<file path="src/hdl/alr_pkg.sv">
// ---------------------------------------------------------------------------
// alr_pkg
// Shared widths, types and the battery scaling for the ambient reject block.
// ---------------------------------------------------------------------------
package alr_pkg;

    localparam int SAMPLE_BITS   = 10;
    localparam int LEVEL_W       = 10;
    localparam int MV_W          = 15;
    localparam int NUM_LANES     = 4;
    localparam int SAMPLE_MAX    = (1 << SAMPLE_BITS) - 1;
    localparam int MV_FULL_SCALE = 18300;
    localparam int MV_INT        = MV_FULL_SCALE / SAMPLE_MAX;
    localparam int MV_FRAC       = MV_FULL_SCALE % SAMPLE_MAX;

    localparam int IN_FIELDS_W   = SAMPLE_BITS * (NUM_LANES + 1);
    localparam int IN_TDATA_W    = ((IN_FIELDS_W + 7) / 8) * 8;
    localparam int OUT_FIELDS_W  = 3 + MV_W + NUM_LANES * LEVEL_W;
    localparam int OUT_TDATA_W   = ((OUT_FIELDS_W + 7) / 8) * 8;

    typedef enum logic [2:0] {
        PH_0 = 3'b001,
        PH_1 = 3'b010,
        PH_2 = 3'b100
    } t_phase;

    typedef struct packed {
        logic store_lit;
        logic store_dark;
        logic tick;
    } t_lane_ctl;

    typedef struct packed {
        logic            led1;
        logic            led2;
        logic            start;
        logic [MV_W-1:0] battery_mv;
    } t_ctl_res;

    // floor(s * MV_FULL_SCALE / SAMPLE_MAX); the divisor is 2^k - 1, so the
    // fractional part folds into one add and one compare.
    function automatic logic [MV_W-1:0] to_millivolts(input logic [SAMPLE_BITS-1:0] s);
        logic [2*SAMPLE_BITS-1:0] t;
        logic [SAMPLE_BITS:0]     sum;
        logic [MV_W-1:0]          q;
        logic [MV_W-1:0]          whole;
        t     = (2*SAMPLE_BITS)'(s) * (2*SAMPLE_BITS)'(MV_FRAC);
        sum   = {1'b0, t[2*SAMPLE_BITS-1:SAMPLE_BITS]} + {1'b0, t[SAMPLE_BITS-1:0]};
        q     = MV_W'(t[2*SAMPLE_BITS-1:SAMPLE_BITS])
              + MV_W'(sum >= (SAMPLE_BITS+1)'(SAMPLE_MAX));
        whole = MV_W'(MV_W'(s) * MV_W'(MV_INT));
        return MV_W'(whole + q);
    endfunction

endpackage

</file>
<file path="src/hdl/alr_lane.sv">
// ---------------------------------------------------------------------------
// alr_lane
// One channel: lit and dark capture, difference (held when dark exceeds lit), two-deep history.
// ---------------------------------------------------------------------------
module alr_lane (
    input  logic                          i_clk,
    input  logic                          i_rst_n,
    input  alr_pkg::t_lane_ctl            i_ctl,
    input  logic [alr_pkg::LEVEL_W-1:0]   i_sample,
    output logic [alr_pkg::LEVEL_W-1:0]   o_avg_next
);
    import alr_pkg::*;

    logic [LEVEL_W-1:0] r_lit, n_lit;
    logic [LEVEL_W-1:0] r_dark, n_dark;
    logic [LEVEL_W-1:0] r_newest, n_newest;
    logic [LEVEL_W-1:0] r_older, n_older;
    logic [LEVEL_W:0]   sum;

    always_comb begin
        n_lit    = i_ctl.store_lit  ? i_sample : r_lit;
        n_dark   = i_ctl.store_dark ? i_sample : r_dark;
        n_newest = r_newest;
        n_older  = r_older;
        if (i_ctl.tick) begin
            n_older = r_newest;
            if (r_lit >= r_dark) begin
                n_newest = r_lit - r_dark;
            end
        end
        sum        = {1'b0, n_newest} + {1'b0, n_older};
        o_avg_next = sum[LEVEL_W:1];
    end

    always_ff @(posedge i_clk) begin
        if (!i_rst_n) begin
            r_lit    <= '0;
            r_dark   <= '0;
            r_newest <= '0;
            r_older  <= '0;
        end else begin
            r_lit    <= n_lit;
            r_dark   <= n_dark;
            r_newest <= n_newest;
            r_older  <= n_older;
        end
    end

endmodule

</file>
<file path="src/hdl/alr_ctrl.sv">
// ---------------------------------------------------------------------------
// alr_ctrl
// Phase sequencer, LED drive, battery scaling and per-lane strobes.
// ---------------------------------------------------------------------------
module alr_ctrl (
    input  logic                                       i_clk,
    input  logic                                       i_rst_n,
    input  logic                                       i_accept,
    input  logic                                       i_tick,
    input  logic [alr_pkg::SAMPLE_BITS-1:0]            i_battery_sample,
    output alr_pkg::t_lane_ctl [alr_pkg::NUM_LANES-1:0] o_lane_ctl,
    output alr_pkg::t_ctl_res                          o_res_next
);
    import alr_pkg::*;

    t_phase          r_phase, n_phase;
    logic            r_led1, n_led1;
    logic            r_led2, n_led2;
    logic [MV_W-1:0] r_battery, n_battery;
    logic            start;
    logic            lit_lo, dark_lo, lit_hi, dark_hi;

    always_comb begin
        n_phase   = r_phase;
        n_led1    = r_led1;
        n_led2    = r_led2;
        n_battery = r_battery;
        start     = 1'b1;
        lit_lo    = 1'b0;
        dark_lo   = 1'b0;
        lit_hi    = 1'b0;
        dark_hi   = 1'b0;
        if (i_accept && !i_tick) begin
            n_battery = to_millivolts(i_battery_sample);
            unique case (r_phase)
                PH_0: begin
                    n_led1  = 1'b1;
                    n_led2  = 1'b0;
                    n_phase = PH_1;
                end
                PH_1: begin
                    dark_lo = 1'b1;
                    lit_hi  = 1'b1;
                    n_led1  = 1'b0;
                    n_led2  = 1'b1;
                    n_phase = PH_2;
                end
                PH_2: begin
                    lit_lo  = 1'b1;
                    dark_hi = 1'b1;
                    n_led1  = 1'b1;
                    n_led2  = 1'b1;
                    n_phase = PH_0;
                    start   = 1'b0;
                end
                default: begin
                    n_phase = PH_0;
                    start   = 1'b0;
                end
            endcase
        end
    end

    always_comb begin
        for (int i = 0; i < NUM_LANES; i++) begin
            o_lane_ctl[i].tick = i_accept && i_tick;
            if (i < NUM_LANES / 2) begin
                o_lane_ctl[i].store_lit  = lit_lo;
                o_lane_ctl[i].store_dark = dark_lo;
            end else begin
                o_lane_ctl[i].store_lit  = lit_hi;
                o_lane_ctl[i].store_dark = dark_hi;
            end
        end
        o_res_next.led1       = n_led1;
        o_res_next.led2       = n_led2;
        o_res_next.start      = start;
        o_res_next.battery_mv = n_battery;
    end

    always_ff @(posedge i_clk) begin
        if (!i_rst_n) begin
            r_phase   <= PH_0;
            r_led1    <= 1'b0;
            r_led2    <= 1'b0;
            r_battery <= '0;
        end else begin
            r_phase   <= n_phase;
            r_led1    <= n_led1;
            r_led2    <= n_led2;
            r_battery <= n_battery;
        end
    end

endmodule

</file>
<file path="src/hdl/alr_merge.sv">
// ---------------------------------------------------------------------------
// alr_merge
// Collect lane averages and control fields into the output beat register.
// ---------------------------------------------------------------------------
module alr_merge (
    input  logic                                               i_clk,
    input  logic                                               i_rst_n,
    input  logic                                               i_accept,
    input  alr_pkg::t_ctl_res                                  i_res,
    input  logic [alr_pkg::NUM_LANES-1:0][alr_pkg::LEVEL_W-1:0] i_avg,
    input  logic                                               i_m_tready,
    output logic                                               o_space,
    output logic                                               o_m_tvalid,
    output logic [alr_pkg::OUT_TDATA_W-1:0]                    o_m_tdata
);
    import alr_pkg::*;

    logic                   r_valid;
    logic [OUT_TDATA_W-1:0] r_tdata;

    assign o_space    = !r_valid || i_m_tready;
    assign o_m_tvalid = r_valid;
    assign o_m_tdata  = r_tdata;

    always_ff @(posedge i_clk) begin
        if (!i_rst_n) begin
            r_valid <= 1'b0;
        end else if (i_accept) begin
            r_valid <= 1'b1;
        end else if (i_m_tready) begin
            r_valid <= 1'b0;
        end
    end

    always_ff @(posedge i_clk) begin
        if (i_accept) begin
            r_tdata <= {{(OUT_TDATA_W - OUT_FIELDS_W){1'b0}}, i_avg, i_res.battery_mv,
                        i_res.start, i_res.led2, i_res.led1};
        end
    end

endmodule

</file>
<file path="src/hdl/led_pulsed_ambient_reject.sv">
// ---------------------------------------------------------------------------
// led_pulsed_ambient_reject
// Pulsed-IR four-channel front end with ambient rejection and averaging.
// ---------------------------------------------------------------------------
//  channel  dir  signals                         contents
//  s        in   i_s_tvalid/o_s_tready/tdata     battery, samples a..d
//           in   i_s_tuser                       operation (1 = tick)
//  m        out  o_m_tvalid/i_m_tready/tdata     leds, start, battery_mv, averages
//
//  One beat in per cycle, one result beat out per input beat, in the next cycle.
//  The output register frees up in the same cycle it is taken, so input and
//  output run back to back; input stalls only while a result waits.
//  Synchronous active-low reset clears phase, levels, history and valid.
// ---------------------------------------------------------------------------
module led_pulsed_ambient_reject (
    input  logic                               i_clk,
    input  logic                               i_rst_n,
    input  logic                               i_s_tvalid,
    output logic                               o_s_tready,
    // [9:0] battery_sample, [19:10] sample_a, [29:20] sample_b,
    // [39:30] sample_c, [49:40] sample_d, [55:50] zero
    input  logic [alr_pkg::IN_TDATA_W-1:0]     i_s_tdata,
    // [0] operation
    input  logic                               i_s_tuser,
    output logic                               o_m_tvalid,
    input  logic                               i_m_tready,
    // [0] led1_level, [1] led2_level, [2] start_conversion, [17:3] battery_mv,
    // [27:18] average_0, [37:28] average_1, [47:38] average_2,
    // [57:48] average_3, [63:58] zero
    output logic [alr_pkg::OUT_TDATA_W-1:0]    o_m_tdata
);
    import alr_pkg::*;

    logic                                    accept;
    logic                                    space;
    t_lane_ctl [NUM_LANES-1:0]               lane_ctl;
    t_ctl_res                                res_next;
    logic [NUM_LANES-1:0][LEVEL_W-1:0]       avg_next;

    assign o_s_tready = space;
    assign accept     = i_s_tvalid && space;

    alr_ctrl u_ctrl (
        .i_clk            (i_clk),
        .i_rst_n          (i_rst_n),
        .i_accept         (accept),
        .i_tick           (i_s_tuser),
        .i_battery_sample (i_s_tdata[SAMPLE_BITS-1:0]),
        .o_lane_ctl       (lane_ctl),
        .o_res_next       (res_next)
    );

    for (genvar g = 0; g < NUM_LANES; g++) begin : g_lane
        alr_lane u_lane (
            .i_clk      (i_clk),
            .i_rst_n    (i_rst_n),
            .i_ctl      (lane_ctl[g]),
            .i_sample   (LEVEL_W'(i_s_tdata[SAMPLE_BITS*(g+1) +: SAMPLE_BITS])),
            .o_avg_next (avg_next[g])
        );
    end

    alr_merge u_merge (
        .i_clk      (i_clk),
        .i_rst_n    (i_rst_n),
        .i_accept   (accept),
        .i_res      (res_next),
        .i_avg      (avg_next),
        .i_m_tready (i_m_tready),
        .o_space    (space),
        .o_m_tvalid (o_m_tvalid),
        .o_m_tdata  (o_m_tdata)
    );

endmodule

</file>
<file path="config.mk">
export PLATFORM = sky130hd
export DESIGN_NAME = led_pulsed_ambient_reject
export DESIGN_NICKNAME = d
export VERILOG_FILES = /design/src/hdl/alr_pkg.sv /design/src/hdl/alr_lane.sv /design/src/hdl/alr_ctrl.sv /design/src/hdl/alr_merge.sv /design/src/hdl/led_pulsed_ambient_reject.sv
export SDC_FILE = /design/constraint.sdc
export NUM_CORES = 1
export LEC_CHECK = 0
export ABC_AREA = 1
export BUFFER_PORTS_ARGS = -buffer_cell sky130_fd_sc_hd__buf_2
export CAP_MARGIN = 20
export CORE_UTILIZATION = 36
export DETAILED_ROUTE_END_ITERATION = 7
export GPL_TIMING_DRIVEN = 1
export SYNTH_ARGS = -nofsm -noshare
export SYNTH_HDL_FRONTEND = slang
export SYNTH_SLANG_ARGS = --single-unit
</file>
<file path="constraint.sdc">
create_clock -name i_clk -period 25.1 [get_ports i_clk]
set_input_delay 5.02 -clock i_clk [delete_from_list [all_inputs] [get_ports i_clk]]
set_output_delay 5.02 -clock i_clk [all_outputs]
set_load 0.03 [all_outputs]
</file>
# Word level (Yosys, flattened, before mapping)
# Index checks and enable logic that the tools add are counted.
[word_totals]
inputBits = 61
word_cells = 79
reg_bits = 239
out_inout_bits = 66
[op_classes]
n_mux = 25
order_cmp = 5
n_reduce_logical = 10
n_eq_ne = 3
mul = 2
add_sub_neg = 11
[op_table]
columns = ["cell", "count"]
rows = [
  ["$mux 10", 12],
  ["$add 10x10->11", 5],
  ["$ge 10x10->1", 4],
  ["$sub 10x10->10", 4],
  ["$mul 10x10->20 const B", 1],
  ["$add 15x15->15", 1],
  ["$mul 10x5->15 const B", 1],
  ["$mux 15", 1],
  ["$add 10x1->11", 1],
  ["$ge 11x10->1 const B", 1],
  ["$mux 1", 9],
  ["$pmux 3 s2", 1],
  ["$reduce_or 2->1", 3],
  ["$pmux 1 s2", 2],
  ["$eq 3x1->1 const B", 1],
  ["$eq 3x2->1 const B", 1],
  ["$eq 3x3->1 const B", 1],
  ["$logic_and 1x1->1", 3],
  ["$logic_not 1->1", 2],
  ["$reduce_bool 2->1", 1],
  ["$logic_or 1x1->1", 1],
]

# Logic depth before layout (Yosys ltp)
# Gate-level depths: netlist of the first run.
[logic_depth]
word_depth = 6
mapped_depth = 57
mapped_depth_nobuf = 57

# Hierarchy
# From an unflattened synthesis of the first run, not the netlist that was laid out.
[hier_totals]
cells_unflattened = 2124
hier_area_um2 = 16233.1
[modules_own_cells]
columns = ["module", "n_inst", "area_per_inst_um2", "seq_area_each_um2", "cells_each"]
rows = [
  ["alr_lane at g_lane[0].u_lane ...", 2, 2433.6, 800.8, 351],
  ["alr_ctrl", 1, 4650.7, 400.4, 653],
  ["alr_lane at g_lane[2].u_lane", 1, 2441.1, 800.8, 348],
  ["alr_lane at g_lane[3].u_lane", 1, 2429.8, 800.8, 348],
  ["alr_merge", 1, 1836.8, 1761.7, 71],
  ["led_pulsed_ambient_reject", 1, 7.5, 0.0, 2],
]

# Worst setup path after synthesis of the first run
# OpenSTA, ideal clock, no wires.
[synth_path]
kind = "input -> register"
start = "in i_s_tdata[1] (netlist bit)"
end = "reg u_merge.r_tdata[14], in the netlist u_merge.o_m_tdata[14], data pin"
path_buffers = 0
slack_ps = 12285
setup_ps = 256
required_time_ps = 24844
cell_stages = 49
t_arrival_ps = 12560
cell_sequence = "inv_1 -> fa_1 -> inv_1 -> ha_1 -> inv_1 -> fa_1 -> inv_1 -> fa_1 -> ha_1 -> ha_1 -> nand2_1 -> inv_1 -> nand2_1 -> nand2_1 -> a21oi_1 -> nand2_1 -> nand2_1 -> nand2_2 -> [... 13 more ...] -> xor2_1 -> inv_1 -> ha_1 -> ha_1 -> inv_1 -> fa_1 -> inv_1 -> ha_1 -> nand2_1 -> inv_1 -> a21oi_1 -> o21ai_1 -> a21oi_1 -> inv_1 -> nand2_1 -> nand3_1 -> o21ai_1 -> inv_1"
[synth_rtl]
columns = ["element", "line_no", "source"]
rows = [
  ["from (decl)", "led_pulsed_ambient_reject.sv:22", "input logic [alr_pkg::IN_TDATA_W-1:0] i_s_tdata,"],
  ["to (signal assigned)", "alr_merge.sv:37", "r_tdata <= {{(OUT_TDATA_W - OUT_FIELDS_W){1'b0}}, i_avg, i_res.battery_mv,"],
  ["to (decl)", "alr_merge.sv:19", "logic [OUT_TDATA_W-1:0] r_tdata;"],
]

==> results of run 1 <==
metrics by stage:
step	area (um2)	utilization
3_3_place_gp	17300	0.391
3_5_place_dp	17300	0.391
4_1_cts	18300	0.414
5_1_grt	18300	0.414
6_report	18300	0.414
2_1_floorplan	16200	-
registers in the layout, summed over array words and instances (netlist names):
register,cells
u_ctrl.r_phase,3
g_lane.u_lane.r_older,40
u_ctrl.r_battery,15
u_merge.o_m_tvalid,1
g_lane.u_lane.r_lit,40
g_lane.u_lane.r_dark,40
u_ctrl.r_led2,1
u_ctrl.r_led1,1
u_merge.o_m_tdata,58
g_lane.u_lane.r_newest,40
area by class of cell:
class / instances / share of cell area
multi-input cells: 1425 / 0.504
flip-flops and latches: 239 / 0.293
inverters: 348 / 0.0714
clock buffers: 43 / 0.0520
well taps: 592 / 0.0404
repair buffers: 121 / 0.0340
clock inverters: 13 / 0.00512
diodes: 2 / 0.000273
per-layer routing:
metal / vias to the layer above / routed length (um) / GRT usage
li1: 6913 / - / -
met1: 5907 / 17000 / 0.211
met2: 186 / 16900 / 0.278
met3: 56 / 1540 / 0.0269
met4: 10 / 841 / 0.0493
met5: - / 53 / 0
synth_stat cells (3+ instances only):
master | instances | area [um2]
a31oi_1 | 5 | 31.3
o21ai_0 | 122 | 611
or2_2 | 50 | 313
nor3_1 | 12 | 60.1
nand2_2 | 12 | 75.1
inv_2 | 10 | 37.5
xnor2_1 | 21 | 184
o21ai_1 | 9 | 45.0
nand4_1 | 20 | 125
edfxtp_1 | 58 | 1740
o21a_1 | 5 | 37.5
dfxtp_1 | 181 | 3620
or2_1 | 10 | 62.6
xor2_1 | 55 | 482
clkbuf_1 | 38 | 143
nor2_2 | 14 | 87.6
a21oi_2 | 3 | 26.3
inv_1 | 337 | 1260
fa_1 | 39 | 781
a211oi_1 | 44 | 330
nand2_1 | 326 | 1220
o21bai_1 | 13 | 97.6
buf_4 | 6 | 45.0
buf_2 | 11 | 55.1
and2_1 | 9 | 56.3
nand3_1 | 77 | 385
buf_1 | 5 | 18.8
nor2_1 | 182 | 683
ha_1 | 194 | 2430
a21oi_1 | 176 | 881
a21o_1 | 7 | 52.6
worst min path at each step:
| stage | startpoint | end | slack, ns | depth (start not counted) |
|---|---|---|---|---|
| detailed placement | g_lane[0].u_lane.r_dark[7] | g_lane[0].u_lane.r_dark[7] | 0.45 | 2 |
| CTS | g_lane[0].u_lane.r_lit[0] | g_lane[0].u_lane.r_lit[0] | 0.46 | 2 |
| floorplan | g_lane[0].u_lane.r_lit[0] | g_lane[0].u_lane.r_lit[0] | 0.43 | 2 |
| global placement | g_lane[0].u_lane.r_lit[0] | g_lane[0].u_lane.r_lit[0] | 0.45 | 2 |
| finish | g_lane[2].u_lane.r_dark[9] | g_lane[2].u_lane.r_dark[9] | 0.46 | 2 |
| global route | g_lane[0].u_lane.r_lit[0] | g_lane[0].u_lane.r_lit[0] | 0.48 | 2 |
cell families after synthesis:
group	count (synthesis)	share of synthesized area
XOR/XNOR	77	0.0429
flip-flops	239	0.332
adder cells (fa/ha/maj)	233	0.199
other	1	0.000232
AO/OA/AOI/OAI	389	0.133
buffers and inverters	409	0.0979
AND/OR/NAND/NOR	720	0.195
where the power goes:
group | internal, uW | switching [uW]
clock | 273 | 167
combinational | 381 | 642
sequential | 436 | 8.76
total | 1090 | 818
worst max-delay path: cells and delay by family:
kind / cells / cell delay [ns]
AOI/OAI and AO/OA: 3 / 0.56
xor gates and xnor gates: 1 / 0.13
adders and majority gates: 12 / 4.46
buffers and inverters: 12 / 0.87
and+or+nand+nor: 27 / 2.70
==> impl_metrics.json, run 1 <==
{
  "nFillCells": 4518,
  "cp_max_fo": 7,
  "placementRows": 77,
  "die_w_um": 214,
  "critPathMaxStageDelay_ns": 0.55,
  "worst_ep_required_time_ns": 25.39,
  "fmax_mhz": 74.4,
  "synthDistinctLibCells": 43,
  "synth.yosys.warnings": 0,
  "coreArea_um2": 44200,
  "initial_core_util": 0.365,
  "drv_slew": 0,
  "post_cts_buffers": 0,
  "hold_ws_ns": 0.457,
  "crit_top_cell": "nand2_1",
  "drtIter0Drc": 568,
  "grt_pass1_wl_um": 60700,
  "cts_root_buffer": "clkbuf_16",
  "cts_resized": 0,
  "p_total_uw": 1910,
  "endpoint": "u_merge.o_m_tdata[15]",
  "final_common_cell": "inv_1",
  "regArea_um2": 5370,
  "dr.pass1.iters": 7,
  "syn_inst": 2068,
  "async_flop_share": 0,
  "synth_edf_count": 58,
  "outcome": "complete, no violations",
  "synth_sequential_area_ratio": 0.332,
  "grt_overflow_total": 0,
  "startpoint": "i_s_tdata[1]",
  "p_leak_uw": 0.00909,
  "multiInputGateArea_um2": 9240,
  "hold_viol": 0,
  "ir_worst_vdd_mv": 0.108,
  "r2r_end": "u_merge.o_m_tdata[57]",
  "power_density_nw_per_um2": 104,
  "syn_area_um2": 16200,
  "end_kind": "flip-flop",
  "crit_slowest_cell": "fa_1",
  "routed_wirelength_um": 36300,
  "drcViolationCount": 0,
  "finalSetupTns_ns": 0,
  "synth-seq-cells": 239,
  "crit_path_start_kind": "input port",
  "die_area_um2": 45700,
  "grt_pass1_vias": 12700,
  "rrSetupSlack_ns": 21.04,
  "skew_ns": 0.0162,
  "post-place-ws_ns": 11.07,
  "path_clk_slew_ns": 0.06,
  "slew_headroom": 0.425,
  "ios": 127,
  "via_per_inst": 4.70,
  "cts_tree": "done",
  "grt_max_degree": 90,
  "dieHeight_um": 214,
  "htreeDepth": 1,
  "min_path_type": "reg2reg",
  "tightest_slew_ns": 0.862,
  "reg2reg_from": "u_merge.o_m_tvalid",
  "insertion_delay_ns": 0.56,
  "rsz0062_at_grt": "false",
  "grt_use_total": 0.163,
  "ant_nets": 0,
  "finalWorstSetupSlack_ns": 11.67,
  "ys.flop_type": "dfxtp_1",
  "final_cell_mix": "335 x inv_1, 324 x nand2_1, 194 x ha_1",
  "max_cap_viol_count": 0,
  "area_delta_synth_final_pct": 13.4,
  "place_inst": 2725,
  "fin_cells": 2783,
  "fin_crit_ns": 13.43,
  "gp_congestion": 0.928,
  "ctsHoldBuffers": 0,
  "finalSetupViolations": 0,
  "hpwlAfterDp_um": 27900,
  "worstSetupPathType": "in2reg",
  "vias": 13100,
  "wire_per_inst_um": 13.1,
  "layout-drive-gt1-share": 0.125,
  "place.port_buffers": 114,
  "arrival_ns": 13.72,
  "cts_buffer_depth": 3,
  "period_share": 0.535,
  "reg2regPathDepth": 17,
  "cts_sinks": 239,
  "avgSynthCellArea_um2": 7.81,
  "nets": 2459,
  "antenna_found_initial": 7,
  "cts_buffers": 30
}
Note: power is estimated with default switching activity, not from simulation.
==> inputs of run 2 (changes only) <==
==> constraint.sdc (replaced) <==
create_clock -name i_clk -period 14.1 [get_ports i_clk]
set_input_delay 2.82 -clock i_clk [delete_from_list [all_inputs] [get_ports i_clk]]
set_output_delay 2.82 -clock i_clk [all_outputs]
set_load 0.03 [all_outputs]
==> impl_metrics.json, run 2 (synthesis gave the netlist of run 1 again) <==
{
  "grt_use_total": 0.162,
  "grt_overflow_total": 0,
  "slew_headroom": 0.286,
  "dr.pass1.iters": 5,
  "fin_crit_ns": 11.27,
  "cts_resized": 0,
  "die_area_um2": 45700,
  "min_path_type": "reg2reg",
  "cts_buffers": 28,
  "place.port_buffers": 114,
  "drtIter0Drc": 673,
  "cts_sinks": 239,
  "period_share": 0.799,
  "wire_per_inst_um": 13.2,
  "final_common_cell": "inv_1",
  "drcViolationCount": 0,
  "critPathMaxStageDelay_ns": 0.55,
  "hpwlAfterDp_um": 27700,
  "arrival_ns": 11.56,
  "p_leak_uw": 0.00902,
  "grt_max_degree": 94,
  "drv_slew": 0,
  "crit_family": "adder cells",
  "routed_wirelength_um": 36600,
  "largest_reg_flops": 58,
  "fmax_mhz": 88.7,
  "crit_path_start_kind": "input port",
  "path_clk_slew_ns": 0.06,
  "gp_congestion": 0.948,
  "worst_ep_required_time_ns": 14.39,
  "area_delta_synth_final_pct": 12.5,
  "skew_ns": 0.0168,
  "post_cts_buffers": 0,
  "ctsHoldBuffers": 0,
  "initial_core_util": 0.365,
  "post-route-util": 0.411,
  "coreArea_um2": 44200,
  "cp_max_fo": 7,
  "vias": 13100,
  "nets": 2457,
  "cts_tree": "done",
  "crit_buf_inv": 13,
  "dieHeight_um": 214,
  "insertion_delay_ns": 0.56,
  "rsz0062_at_grt": "false",
  "ant_nets": 0,
  "cts_buffer_depth": 3,
  "end_kind": "flip-flop",
  "antenna_found_initial": 6,
  "max_cap_viol_count": 0,
  "crit_slowest_cell": "fa_1",
  "grt_pass1_vias": 12500,
  "worstSetupPathType": "in2reg",
  "tightest_slew_ns": 1.07,
  "final_cell_mix": "335 x inv_1, 324 x nand2_1, 194 x ha_1",
  "via_per_inst": 4.73,
  "ir_worst_vdd_mv": 0.225,
  "power_density_nw_per_um2": 183,
  "placementRows": 77,
  "finalSetupViolations": 0,
  "nFillCells": 4512,
  "grt_pass1_wl_um": 60000,
  "hold_viol": 0,
  "ios": 127,
  "cts_root_buffer": "clkbuf_16",
  "crit_top_cell": "nand2_1",
  "layout-drive-gt1-share": 0.122,
  "finalSetupTns_ns": 0,
  "outcome": "complete, no violations",
  "die_w_um": 214,
  "htreeDepth": 1
}
[run 2: cell count changes in the layout (fill, tap and decap cells not counted)]
cell	before	now
clkbuf_1	1	8
clkbuf_16	33	29
clkbuf_8	9	6
clkinv_1	4	0
clkinv_2	3	7
clkinvlp_4	2	0
diode_2	2	1
inv_4	4	2
[run 2: layout make-up]
class	instances	area, um2	area share
Antenna cell	1	2.50	0.000138
Clock buffer	43	838	0.0461
Clock inverter	9	71.3	0.00392
Inverter	348	1310	0.0720
Multi-Input combinational cell	1425	9240	0.508
Sequential cell	239	5370	0.295
Tap cell	592	741	0.0407
Timing Repair Buffer	121	623	0.0343
[run 2: where the power goes]
group	total, uW	internal [uW]	switching (uW)
clock network	710	425	284
logic	1830	681	1150
registers	794	777	16.9
total	3330	1880	1450
[run 2: worst min-delay path, cell delays in order, from the launching register on]
cell,delay (ns)
dfxtp_1,0.30
inv_1,0.06
a21oi_1,0.05
[run 2: worst paths after layout]
kind,endpoint,cells after the start,slack [ns],startpoint
max,u_merge.o_m_tdata[15],54,2.83,i_s_tdata[1]
min,g_lane[2].u_lane.r_dark[9],2,0.46,g_lane[2].u_lane.r_dark[9]
max reg2reg,u_merge.o_m_tdata[57],17,10.04,u_merge.o_m_tvalid
min reg2reg,g_lane[2].u_lane.r_dark[9],2,0.46,g_lane[2].u_lane.r_dark[9]
[run 2: per-stage QoR]
step	std cells	hold WS, ns	power, uW	area [um2]	setup WS (ns)
CTS	2777	0.463	3370	18200	2.92
global placement	2725	0.447	2600	17300	2.47
detailed placement	2725	0.452	2620	17300	2.35
finish	2778	0.459	3330	18200	2.83
global route	2778	0.477	3650	18200	2.20
floorplan	2073	0.433	2200	16200	3.48
[run 2: layer usage]
layer  wire length, um  global-route usage  up-vias  share of wire
met3              1510              0.0228       53          0.041
met4               739              0.0416       10          0.020
met5                56                   0        -         0.0015
li1                  -                   -     6876              -
met2             16900               0.280      210           0.46
met1             17400               0.211     5989           0.47
